$ cat src/sv/tdf_pkg.sv
// ----------------------------------------------------------------------------
// tdf_pkg
// Shared types and constants for the trial division factorizer.
// ----------------------------------------------------------------------------
package tdf_pkg;

  // operand width of the value to factor
  localparam int WIDTH = 32;
  // trial divisor width: divisors stay below 2^(WIDTH/2) + 4
  localparam int DIV_W = WIDTH / 2 + 1;
  // bit counter of the shift-subtract divider
  localparam int CNT_W = $clog2(WIDTH);

  // word handed from the front to the back
  typedef struct packed {
    logic             trivial;  // value is 0 or 1, emitted as is
    logic [WIDTH-1:0] value;
  } tdf_item_t;

endpackage

$ cat src/sv/tdf_front.sv
// ----------------------------------------------------------------------------
// tdf_front
// Accepts input words, tags values 0 and 1, and buffers them in a
// two-entry queue toward the factoring engine.
// ----------------------------------------------------------------------------
module tdf_front (
  input  logic                      clk,
  input  logic                      rst_n,
  input  logic                      in_tvalid,
  output logic                      in_tready,
  input  logic [tdf_pkg::WIDTH-1:0] in_tdata,   // [31:0] value
  output logic                      item_valid,
  input  logic                      item_ready,
  output tdf_pkg::tdf_item_t        item
);
  import tdf_pkg::*;

  tdf_item_t  q_mem [2];
  logic       wr_ptr_r, wr_ptr_nxt;
  logic       rd_ptr_r, rd_ptr_nxt;
  logic [1:0] count_r, count_nxt;
  logic       push, pop;
  tdf_item_t  entry;

  assign in_tready  = (count_r != 2'd2);
  assign item_valid = (count_r != 2'd0);
  assign push       = in_tvalid && in_tready;
  assign pop        = item_valid && item_ready;

  always_comb begin
    entry.value   = in_tdata;
    entry.trivial = (in_tdata[WIDTH-1:1] == '0);
  end

  always_comb begin
    wr_ptr_nxt = push ? ~wr_ptr_r : wr_ptr_r;
    rd_ptr_nxt = pop ? ~rd_ptr_r : rd_ptr_r;
    count_nxt  = count_r;
    if (push && !pop) begin
      count_nxt = count_r + 2'd1;
    end else if (pop && !push) begin
      count_nxt = count_r - 2'd1;
    end
  end

  always_ff @(posedge clk) begin
    if (!rst_n) begin
      wr_ptr_r <= 1'b0;
      rd_ptr_r <= 1'b0;
      count_r  <= 2'd0;
    end else begin
      wr_ptr_r <= wr_ptr_nxt;
      rd_ptr_r <= rd_ptr_nxt;
      count_r  <= count_nxt;
    end
  end

  always_ff @(posedge clk) begin
    if (push) begin
      q_mem[wr_ptr_r] <= entry;
    end
  end

  assign item = q_mem[rd_ptr_r];

`ifndef SYNTHESIS
  a_count_range: assert property (@(posedge clk) disable iff (!rst_n)
    count_r != 2'd3)
    else $error("queue count out of range");
  a_ptr_track: assert property (@(posedge clk) disable iff (!rst_n)
    (count_r == 2'd1) |-> (wr_ptr_r != rd_ptr_r))
    else $error("queue pointers disagree with count");
  a_no_push_full: assert property (@(posedge clk) disable iff (!rst_n)
    (count_r == 2'd2 && !pop) |=> (count_r == 2'd2 && $stable(wr_ptr_r)))
    else $error("queue written while full");
`endif

endmodule

$ cat src/sv/tdf_back.sv
// ----------------------------------------------------------------------------
// tdf_back
// Factoring engine: wheel-of-6 trial divisors, square bound check and a
// one-bit-per-cycle restoring divider; drives the registered result port.
// ----------------------------------------------------------------------------
module tdf_back (
  input  logic                      clk,
  input  logic                      rst_n,
  input  logic                      item_valid,
  output logic                      item_ready,
  input  tdf_pkg::tdf_item_t        item,
  output logic                      out_tvalid,
  input  logic                      out_tready,
  output logic [tdf_pkg::WIDTH-1:0] out_tdata,  // [31:0] factor
  output logic                      out_tlast
);
  import tdf_pkg::*;

  localparam logic [2:0] S_IDLE  = 3'd0;
  localparam logic [2:0] S_CHECK = 3'd1;
  localparam logic [2:0] S_DIV   = 3'd2;
  localparam logic [2:0] S_DONE  = 3'd3;
  localparam logic [2:0] S_FINAL = 3'd4;

  logic [2:0]       state_r, state_nxt;
  logic [WIDTH-1:0] rem_r, rem_nxt;
  logic [DIV_W-1:0] div_r, div_nxt;
  logic             step4_r, step4_nxt;
  logic [DIV_W-1:0] part_r, part_nxt;
  logic [WIDTH-1:0] quot_r, quot_nxt;
  logic [CNT_W-1:0] cnt_r, cnt_nxt;
  logic             out_valid_r, out_valid_nxt;
  logic [WIDTH-1:0] out_factor_r, out_factor_nxt;
  logic             out_last_r, out_last_nxt;

  logic [2*DIV_W-1:0] sq;
  logic [DIV_W:0]     shifted;
  logic               ge;
  logic               out_free;
  logic               load;

  assign sq       = div_r * div_r;
  assign shifted  = {part_r, quot_r[WIDTH-1]};
  assign ge       = (shifted >= {1'b0, div_r});
  assign out_free = !out_valid_r || out_tready;

  assign item_ready = (state_r == S_IDLE);
  assign out_tvalid = out_valid_r;
  assign out_tdata  = out_factor_r;
  assign out_tlast  = out_last_r;

  always_comb begin
    state_nxt      = state_r;
    rem_nxt        = rem_r;
    div_nxt        = div_r;
    step4_nxt      = step4_r;
    part_nxt       = part_r;
    quot_nxt       = quot_r;
    cnt_nxt        = cnt_r;
    out_factor_nxt = out_factor_r;
    out_last_nxt   = out_last_r;
    load           = 1'b0;

    unique case (state_r)
      S_IDLE: begin
        if (item_valid) begin
          rem_nxt   = item.value;
          div_nxt   = DIV_W'(2);
          step4_nxt = 1'b0;
          state_nxt = item.trivial ? S_FINAL : S_CHECK;
        end
      end
      S_CHECK: begin
        // d*d > r is the same test as d > r/d
        if (sq > (2*DIV_W)'(rem_r)) begin
          state_nxt = S_FINAL;
        end else begin
          part_nxt  = '0;
          quot_nxt  = rem_r;
          cnt_nxt   = '0;
          state_nxt = S_DIV;
        end
      end
      S_DIV: begin
        part_nxt = ge ? DIV_W'(shifted - {1'b0, div_r}) : shifted[DIV_W-1:0];
        quot_nxt = {quot_r[WIDTH-2:0], ge};
        cnt_nxt  = cnt_r + CNT_W'(1);
        if (cnt_r == CNT_W'(WIDTH - 1)) begin
          state_nxt = S_DONE;
        end
      end
      S_DONE: begin
        if (part_r == '0) begin
          // hit: emit divisor, keep it for a repeated factor
          if (out_free) begin
            load           = 1'b1;
            out_factor_nxt = WIDTH'(div_r);
            out_last_nxt   = 1'b0;
            rem_nxt        = quot_r;
            state_nxt      = S_CHECK;
          end
        end else begin
          if (div_r == DIV_W'(2)) begin
            div_nxt = DIV_W'(3);
          end else if (div_r == DIV_W'(3)) begin
            div_nxt   = DIV_W'(5);
            step4_nxt = 1'b0;
          end else begin
            div_nxt   = div_r + (step4_r ? DIV_W'(4) : DIV_W'(2));
            step4_nxt = !step4_r;
          end
          state_nxt = S_CHECK;
        end
      end
      S_FINAL: begin
        // leftover is prime (or the 0/1 input itself)
        if (out_free) begin
          load           = 1'b1;
          out_factor_nxt = rem_r;
          out_last_nxt   = 1'b1;
          state_nxt      = S_IDLE;
        end
      end
      default: begin
        state_nxt = S_IDLE;
      end
    endcase

    if (load) begin
      out_valid_nxt = 1'b1;
    end else if (out_tready) begin
      out_valid_nxt = 1'b0;
    end else begin
      out_valid_nxt = out_valid_r;
    end
  end

  always_ff @(posedge clk) begin
    if (!rst_n) begin
      state_r     <= S_IDLE;
      out_valid_r <= 1'b0;
      rem_r       <= '0;
      div_r       <= DIV_W'(2);
      step4_r     <= 1'b0;
    end else begin
      state_r     <= state_nxt;
      out_valid_r <= out_valid_nxt;
      rem_r       <= rem_nxt;
      div_r       <= div_nxt;
      step4_r     <= step4_nxt;
    end
  end

  always_ff @(posedge clk) begin
    part_r       <= part_nxt;
    quot_r       <= quot_nxt;
    cnt_r        <= cnt_nxt;
    out_factor_r <= out_factor_nxt;
    out_last_r   <= out_last_nxt;
  end

`ifndef SYNTHESIS
  a_div_min: assert property (@(posedge clk) disable iff (!rst_n)
    (state_r == S_DIV || state_r == S_DONE) |-> (div_r >= DIV_W'(2)))
    else $error("trial divisor below two");
  a_part_bound: assert property (@(posedge clk) disable iff (!rst_n)
    (state_r == S_DIV || state_r == S_DONE) |-> (part_r < div_r))
    else $error("partial remainder not below divisor");
  a_final_rem: assert property (@(posedge clk) disable iff (!rst_n)
    (state_r == S_CHECK && sq > (2*DIV_W)'(rem_r)) |-> (rem_r > WIDTH'(1)))
    else $error("leftover value not above one");
  a_no_overwrite: assert property (@(posedge clk) disable iff (!rst_n)
    (out_valid_r && !out_tready) |=> (out_valid_r && $stable(out_factor_r)))
    else $error("result register overwritten before taken");
`endif

endmodule

$ cat src/sv/trial_division_factorizer_core.sv
// The input queue registers each value; per trial divisor the engine then runs a
//   square check, a shift-subtract divide and a decide step; after a hit the same
//   divisor is checked again. The engine takes one value at a time, a new one only
//   once idle; worst case about 21845 wheel divisors are tried per 32-bit value.
// Input queue holds two values; results leave through one output register.
// Reset: synchronous, active low; clears queue and engine control, no clearing pass.
// ----------------------------------------------------------------------------
// trial_division_factorizer_core
// Prime factorizer by trial division over a wheel of 6, factors ascending.
// ----------------------------------------------------------------------------
module trial_division_factorizer_core (
  input  logic                      clk,
  input  logic                      rst_n,
  input  logic                      in_tvalid,
  output logic                      in_tready,
  input  logic [tdf_pkg::WIDTH-1:0] in_tdata,   // [31:0] value
  output logic                      out_tvalid,
  input  logic                      out_tready,
  output logic [tdf_pkg::WIDTH-1:0] out_tdata,  // [31:0] factor
  output logic                      out_tlast
);
  import tdf_pkg::*;

  logic      item_valid;
  logic      item_ready;
  tdf_item_t item;

  tdf_front u_front (
    .clk        (clk),
    .rst_n      (rst_n),
    .in_tvalid  (in_tvalid),
    .in_tready  (in_tready),
    .in_tdata   (in_tdata),
    .item_valid (item_valid),
    .item_ready (item_ready),
    .item       (item)
  );

  tdf_back u_back (
    .clk        (clk),
    .rst_n      (rst_n),
    .item_valid (item_valid),
    .item_ready (item_ready),
    .item       (item),
    .out_tvalid (out_tvalid),
    .out_tready (out_tready),
    .out_tdata  (out_tdata),
    .out_tlast  (out_tlast)
  );

endmodule

$ cat config.mk
export PLATFORM = sky130hd
export DESIGN_NAME = trial_division_factorizer_core
export DESIGN_NICKNAME = d
export VERILOG_FILES = /design/src/sv/tdf_pkg.sv /design/src/sv/tdf_front.sv /design/src/sv/tdf_back.sv /design/src/sv/trial_division_factorizer_core.sv
export SDC_FILE = /design/constraint.sdc
export NUM_CORES = 1
export LEC_CHECK = 0
export ABC_AREA = 1
export ABC_CLOCK_PERIOD_IN_PS = 7900
export BUFFER_PORTS_ARGS = -buffer_cell sky130_fd_sc_hd__buf_2
export CAP_MARGIN = 10
export CORE_AREA = 2 2 184 186
export CTS_CLUSTER_DIAMETER = 120
export DETAILED_ROUTE_END_ITERATION = 8
export DIE_AREA = 0 0 186 188
export PLACE_DENSITY = 0.78
export SYNTH_ARGS = -nofsm -noshare
export SYNTH_HDL_FRONTEND = slang
export SYNTH_HIERARCHICAL = 1
export SYNTH_SLANG_ARGS = --single-unit
$ cat constraint.sdc
create_clock -name clk -period 7.9 [get_ports clk]
set_clock_uncertainty 0.05 [all_clocks]
set_input_delay 0.79 -clock clk [delete_from_list [all_inputs] [get_ports clk]]
set_output_delay 0.79 -clock clk [all_outputs]
set_load 0.01 [all_outputs]
==> results of run 1 <==
==> state kept, by name, summed over array words and instances, names as in the netlist, 3 cells and up, named ones only <==
signal,count
u_front/q_mem,66
u_back/div_r,17
u_back/rem_r,32
u_back/out_tdata,32
u_back/quot_r,32
u_back/part_r,17
u_back/state_r,3
u_back/cnt_r,5
==> layout make-up <==
type / instances / share of cell area
clock buffer: 26 / 0.0290
clock inverter: 13 / 0.00680
sequential: 212 / 0.281
multi-input combinational: 1383 / 0.541
inverter: 458 / 0.0835
timing repair buffer: 103 / 0.0311
tap: 448 / 0.0272
==> cells by family (layout without fill, tap and decap cells) <==
kind of cell	count (synthesis)	in the layout
and+or+nand+nor	640	640
buffers and inverters	528	600
adders and majority gates	357	357
AOI/OAI and AO/OA	297	297
DFF	212	212
xor gates and xnor gates	56	56
muxes	33	33
==> worst paths after layout <==
check	end	cells after the start	from
worst max register to register	u_back/cnt_r[1]$_SDFFCE_PN0P_	28	u_back/div_r[1]$_SDFFE_PN1P_
worst min-delay path	u_front/q_mem[0][19]$_DFFE_PP_	1	in_tdata[19]
worst max-delay path	u_back/cnt_r[1]$_SDFFCE_PN0P_	28	u_back/div_r[1]$_SDFFE_PN1P_
worst min register to register	flop	2	u_front/rd_ptr_r$_SDFFE_PN0P_
==> cell usage in the layout, fill, tap and decap left out, types with 10 or more instances in the layout <==
cell	instances
nand3_1	40
a21oi_1	86
xor2_1	35
dfxtp_1	49
edfxtp_1	153
nand2_1	429
xnor2_1	21
o21ai_0	123
mux2_4	30
fa_1	193
inv_1	451
buf_2	70
ha_1	164
a31oi_1	35
clkbuf_16	24
nor3_1	10
o21ai_1	10
nand4_1	12
buf_4	30
nor2_1	127
==> metal layers <==
metal	vias up	wire, µm
met1	6974	19000
met4	0	1700
li1	6803	-
met2	609	21700
met3	113	3350
met5	-	0
==> synth_stat cells (all sizes together) (21+ instances only) <==
cell type and instances:
nand3 40, a31oi 35, edfxtp 153, xnor2 21
o21ai 134, inv 457, nor2 131, xor2 35
mux2 33, fa 193, a21oi 88, nand2 432
clkbuf 41, ha 164, buf 29, dfxtp 59
==> power groups by stage <==
stage | logic [mW] | registers, mW | clock network, mW
2_1_floorplan | 1.37 | 1.79 | 0
5_1_grt | 2.08 | 1.89 | 1.12
3_5_place_dp | 1.80 | 1.87 | 0
6_report | 1.87 | 1.86 | 1.05
4_1_cts | 1.81 | 1.86 | 1.07
3_3_place_gp | 1.75 | 1.86 | 0
==> through the flow <==
stage / area [µm²] / util / setup WS [ns]
after floorplan: 18900 / - / 0.105
after global placement: 19800 / 0.598 / 0.263
after detailed placement: 19800 / 0.598 / 0.158
after CTS: 20500 / 0.620 / 0.145
after global routing: 20600 / 0.622 / 0.00781
final: 20600 / 0.622 / 0.367
==> critical path: cells and delay by family (launching register included) <==
kind	cells	cell delay (ns)
buf+inv	5	0.78
fa+ha+maj	8	3.84
simple gates	9	1.12
xor+xnor	1	0.09
compound gates	5	0.95
flops	1	0.37
==> results by group, run 1 <==
Status
  • Status: complete, no violations

Worst setup path
  • Slowest cell delay on critical path: 0.61 ns
  • Cell mode on critical path: fa_1
  • CP Class: flop to flop
  • Setup slack, reg-to-reg: 0.37 ns
  • Element type at the critical path end: flop
  • Critical path required time: 8.06 ns
  • Maximum fanout along the worst path: 23
  • Worst Setup Start Kind: flop
  • CP max stage cell: fa_1
  • WP data arrival: 7.70 ns

Routing
  • Vias/cell: 5.49
  • DRT Wirelength: 45,700 µm
  • DRC viols: 0
  • Post-route ant nets: 0
  • Drt pass-1 iters: 6
  • Wire per inst: 17.3 µm
  • Total number of vias: 14,500
  • 1st-iter DRT viols: 1,405

GRT
  • First-pass GRT wire length: 75,000 µm
  • Met1 usage: 0.376
  • Pin count of the biggest net entering global routing: 83
  • Congestion Overflow GR: 0
  • Initial antenna violation count: 0
  • Number of global-route vias before repair: 14,700
  • Total Routing Usage GR: 0.271
  • Grt peak-use layer: met2
  • Met3 usage: 0.0346
  • Grt met2 use: 0.443

Final layout
  • Layout area overhead: 8.78%
  • Area of the multi-input gates: 0.0111 mm²
  • Finished Layout Cells: 2,643
  • Nets: 2,573
  • Sequential cell area: 0.00579 mm²
  • Layout cell share with drive strength beyond 1: 0.0938
  • Ant diodes: 0
  • Fillers: 2,687

Yosys
  • Simple-Gate Fraction of Synth Area: 0.136
  • Register area share after synthesis: 0.305
  • Yosys warns: 6
  • Share of flip-flops with an asynchronous set or reset: 0
  • Synth top area cells: edfxtp_1 24%, fa_1 20%, ha_1 11%
  • Xor/xnor share of the synthesized area: 0.0259
  • Mapped Cells: 2,123
  • Synth cell types: 45
  • Area leader, netlist: edfxtp_1
  • Complex-gate fraction of the synthesized area: 0.0863
  • Adder-Cell Fraction of Synth Area: 0.312
  • Portion of netlist area occupied by mux cells: 0.0256
  • Yosys reg bits: 212
  • Post-Syn Area: 0.0189 mm²
  • Largest family of logic cells by synthesized area: adder cells
  • Syn nets: 2,516
  • Mapped Avg Cell Area: 8.92 µm²
  • Post-synth top area share: 0.243
  • Primary FF master, synth: edfxtp_1
  • EDFF count, synth: 153

Clocking
  • Clock-pin slew on the worst setup and hold paths: 0.07 ns
  • Max Root-Sink Buffers: 3
  • CTS sink cnt: 212
  • Worst skew pair latency: 0.52 ns
  • Htree depth: 1
  • Resized Gates After CTS: 0
  • Number of setup buffers added after CTS: 0
  • Post-CTS Hold Fix Bufs: 0
  • CTS root buf: clkbuf_16
  • Total CTS buffers: 22
  • CTS tree: done

Floorplanning
  • Die Ht: 188 µm
  • Starting utilization of the core area: 0.572
  • DIE WIDTH: 186 µm
  • Die area: 0.0350 mm²
  • Core area: 0.0331 mm²
  • Num rows: 67
  • Ports: 71

Timing
  • Fmax: 0.133 GHz
  • RSZ-0062 raised after global routing: false
  • Relative slew margins: 0.287
  • Worst slew pin tran: 1.07 ns
  • Fin crit period: 7.53 ns
  • TNS Setup: 0 ns
  • Final Hold Fails: 0
  • Worst hold slack: 0.418 ns
  • Final setup fails: 0
  • Final Slew Violations: 0
  • Final period util: 0.954

Run
  • Max Cap Viol: 0

Power
  • NetSw: 1.89 mW
  • Clock power share: 0.220
  • Sw Ratio: 0.394
  • Sequential share of power: 0.389
  • Comb power frac: 0.391
  • Power Total: 4.79 mW
  • Lkg Pwr: 10.5 nW
  • Int Pwr: 2.90 mW
  • PwrDens: 232 mW/mm²
  • VDD IR max: 0.000259 V

Placement
  • RD Place Congestion: 0.978
  • PortBufs: 70
  • Post-DP HPWL: 36,100 µm
  • Cell Count Post-Placement: 2,603

Min path
  • HP Class: input pin to flop
Note: power is estimated with default switching activity, not from simulation.
==> run 2, diff against run 1 <==
- PLACE_DENSITY: 0.78 -> default
- PLACE_DENSITY_LB_ADDON: default -> 0.2
==> run 2 against run 1 <==
Net effect:
- via count is 1.3% lower
- sequential power is essentially flat
- combinational power barely moved
- power barely moved
- global-route usage increased by 0.62 points
- die area is the same
- critical path type unchanged
- largest cell class unchanged
==> results by group, run 2 (synthesis gave the netlist of run 1 again) <==
Timing
  • TNS Setup: 0 ns
  • Final period util: 0.944
  • Fmax: 0.134 GHz
  • Worst slew pin tran: 1.11 ns
  • Fin crit period: 7.45 ns
  • Final Slew Violations: 0
  • Relative slew margins: 0.263
  • Worst hold slack: 0.425 ns
  • Post-route setup slack: 0.446 ns
  • Final setup fails: 0
  • Final Hold Fails: 0
  • RSZ-0062 raised after global routing: false

Clocking
  • Number of setup buffers added after CTS: 0
  • Total CTS buffers: 22
  • CTS sink cnt: 212
  • Max Root-Sink Buffers: 3
  • Worst skew pair latency: 0.52 ns
  • CTS tree: done
  • Clock-pin slew on the worst setup and hold paths: 0.06 ns
  • Htree depth: 1
  • CTS root buf: clkbuf_16

Power
  • VDD IR max: 0.000312 V
  • PwrDens: 232 mW/mm²
  • Lkg Pwr: 10.5 nW

Min path
  • HP Class: input pin to flop

Final layout
  • Area of the multi-input gates: 0.0111 mm²
  • Fillers: 2,847
  • Commonest cells after routing, fill and taps aside: 451 x inv_1, 429 x nand2_1, 193 x fa_1, 164 x ha_1, 153 x edfxtp_1
  • Biggest register: u_front/q_mem
  • Layout cell share with drive strength beyond 1: 0.0960
  • Commonest non-fill, non-tap cell in the layout: inv_1
  • Max reg flops: 66
  • Ant diodes: 0
  • Layout area overhead: 9.02%
  • Nets: 2,576
  • Sequential cell area: 0.00580 mm²

Placement
  • Setup slack after placement: 0.178 ns
  • Post-DP HPWL: 35,900 µm
  • PortBufs: 70
  • RD Place Congestion: 0.966

Worst setup path
  • CP Class: flop to flop
  • CP max stage cell: fa_1
  • Maximum fanout along the worst path: 28
  • Worst Setup Start Kind: flop
  • Critical path required time: 8.06 ns
  • Slowest cell delay on critical path: 0.58 ns
  • Element type at the critical path end: flop
  • Buf/Inv on CP: 6
  • WP data arrival: 7.61 ns
  • Cell mode on critical path: fa_1
  • Crit path max-delay family: adder cells

Routing
  • Drt pass-1 iters: 5
  • DRT Wirelength: 46,200 µm
  • Total number of vias: 14,300
  • Post-route ant nets: 0
  • Wire per inst: 17.4 µm
  • DRC viols: 0
  • 1st-iter DRT viols: 1,121
  • Vias/cell: 5.41

GRT
  • Number of global-route vias before repair: 15,000
  • Congestion Overflow GR: 0
  • Total Routing Usage GR: 0.277
  • Initial antenna violation count: 0
  • First-pass GRT wire length: 76,000 µm
  • Pin count of the biggest net entering global routing: 83

Floorplanning
  • Core area: 0.0331 mm²
  • Ports: 71
  • Starting utilization of the core area: 0.572
  • Die Ht: 188 µm
  • Die area: 0.0350 mm²
  • Num rows: 67
  • DIE WIDTH: 186 µm

Status
  • Status: complete, no violations

Run
  • Max Cap Viol: 0
run 2: cell count changes in the layout (fill, tap and decap cells not counted), sizes merged:
cell      before  now
inv          459  458
bufinv         2    3
clkinvlp       3    2
buf          102  106
clkbuf        27   28
run 2: repair_timing:
action,in CTS,in global routing
gates resized for setup,0,17
hold buffers,0,0
setup endpoints to repair,0,56
run 2: final cells by class:
| cell class | instances | share of cell area |
|---|---|---|
| well taps | 448 | 0.0272 |
| clock inverters | 12 | 0.00697 |
| multi-input cells | 1383 | 0.540 |
| repair buffers | 106 | 0.0325 |
| inverters | 458 | 0.0833 |
| clock buffers | 28 | 0.0293 |
| flip-flops and latches | 212 | 0.281 |
run 2: stage by stage:
| stage | total power, mW | cell area, µm² | instances | utilization |
|---|---|---|---|---|
| 4_1_cts | 4.79 | 20600 | 2647 | 0.623 |
| 5_1_grt | 5.10 | 20600 | 2647 | 0.623 |
| 3_5_place_dp | 3.69 | 19900 | 2607 | 0.600 |
| 2_1_floorplan | 3.16 | 18900 | 2123 | - |
| 3_3_place_gp | 3.64 | 19900 | 2607 | 0.600 |
| 6_report | 4.79 | 20600 | 2647 | 0.623 |
run 2: final timing paths:
path	from	endpoint	slack (ns)	cells past startpoint
worst max register to register	u_back/div_r[8]$_SDFFE_PN0P_	u_back/quot_r[5]$_DFFE_PP_	0.45	29
worst min register to register	u_back/state_r[1]$_SDFFE_PN0P_	u_back/state_r[1]$_SDFFE_PN0P_	0.45	2
worst min-delay path	in_tdata[23]	u_front/q_mem[1][23]$_DFFE_PP_	0.43	1
worst max-delay path	u_back/div_r[8]$_SDFFE_PN0P_	u_back/quot_r[5]$_DFFE_PP_	0.45	29
run 2: power by group:
| part | leakage [nW] | total [mW] | internal (mW) | switching (mW) |
|---|---|---|---|---|
| registers | 1.94 | 1.86 | 1.63 | 0.230 |
| logic | 8.21 | 1.85 | 0.642 | 1.20 |
| clock network | 0.359 | 1.08 | 0.641 | 0.436 |
run 2: worst register-to-register path, delay by kind of cell (launching register included):
kind | cells | cell delay [ns]
AO/OA/AOI/OAI | 6 | 1.09
XOR/XNOR | 1 | 0.09
adder cells (fa/ha/maj) | 8 | 3.78
buffers and inverters | 6 | 0.49
flip-flops | 1 | 0.45
AND/OR/NAND/NOR | 8 | 1.15
run 2: per-layer routing:
layer	global-route usage	part of all wire	up-vias
li1	-	-	6804
met2	0.454	0.47	509
met4	0.0906	0.033	0
met1	0.382	0.43	6904
met5	0	0	-
met3	0.0386	0.062	97
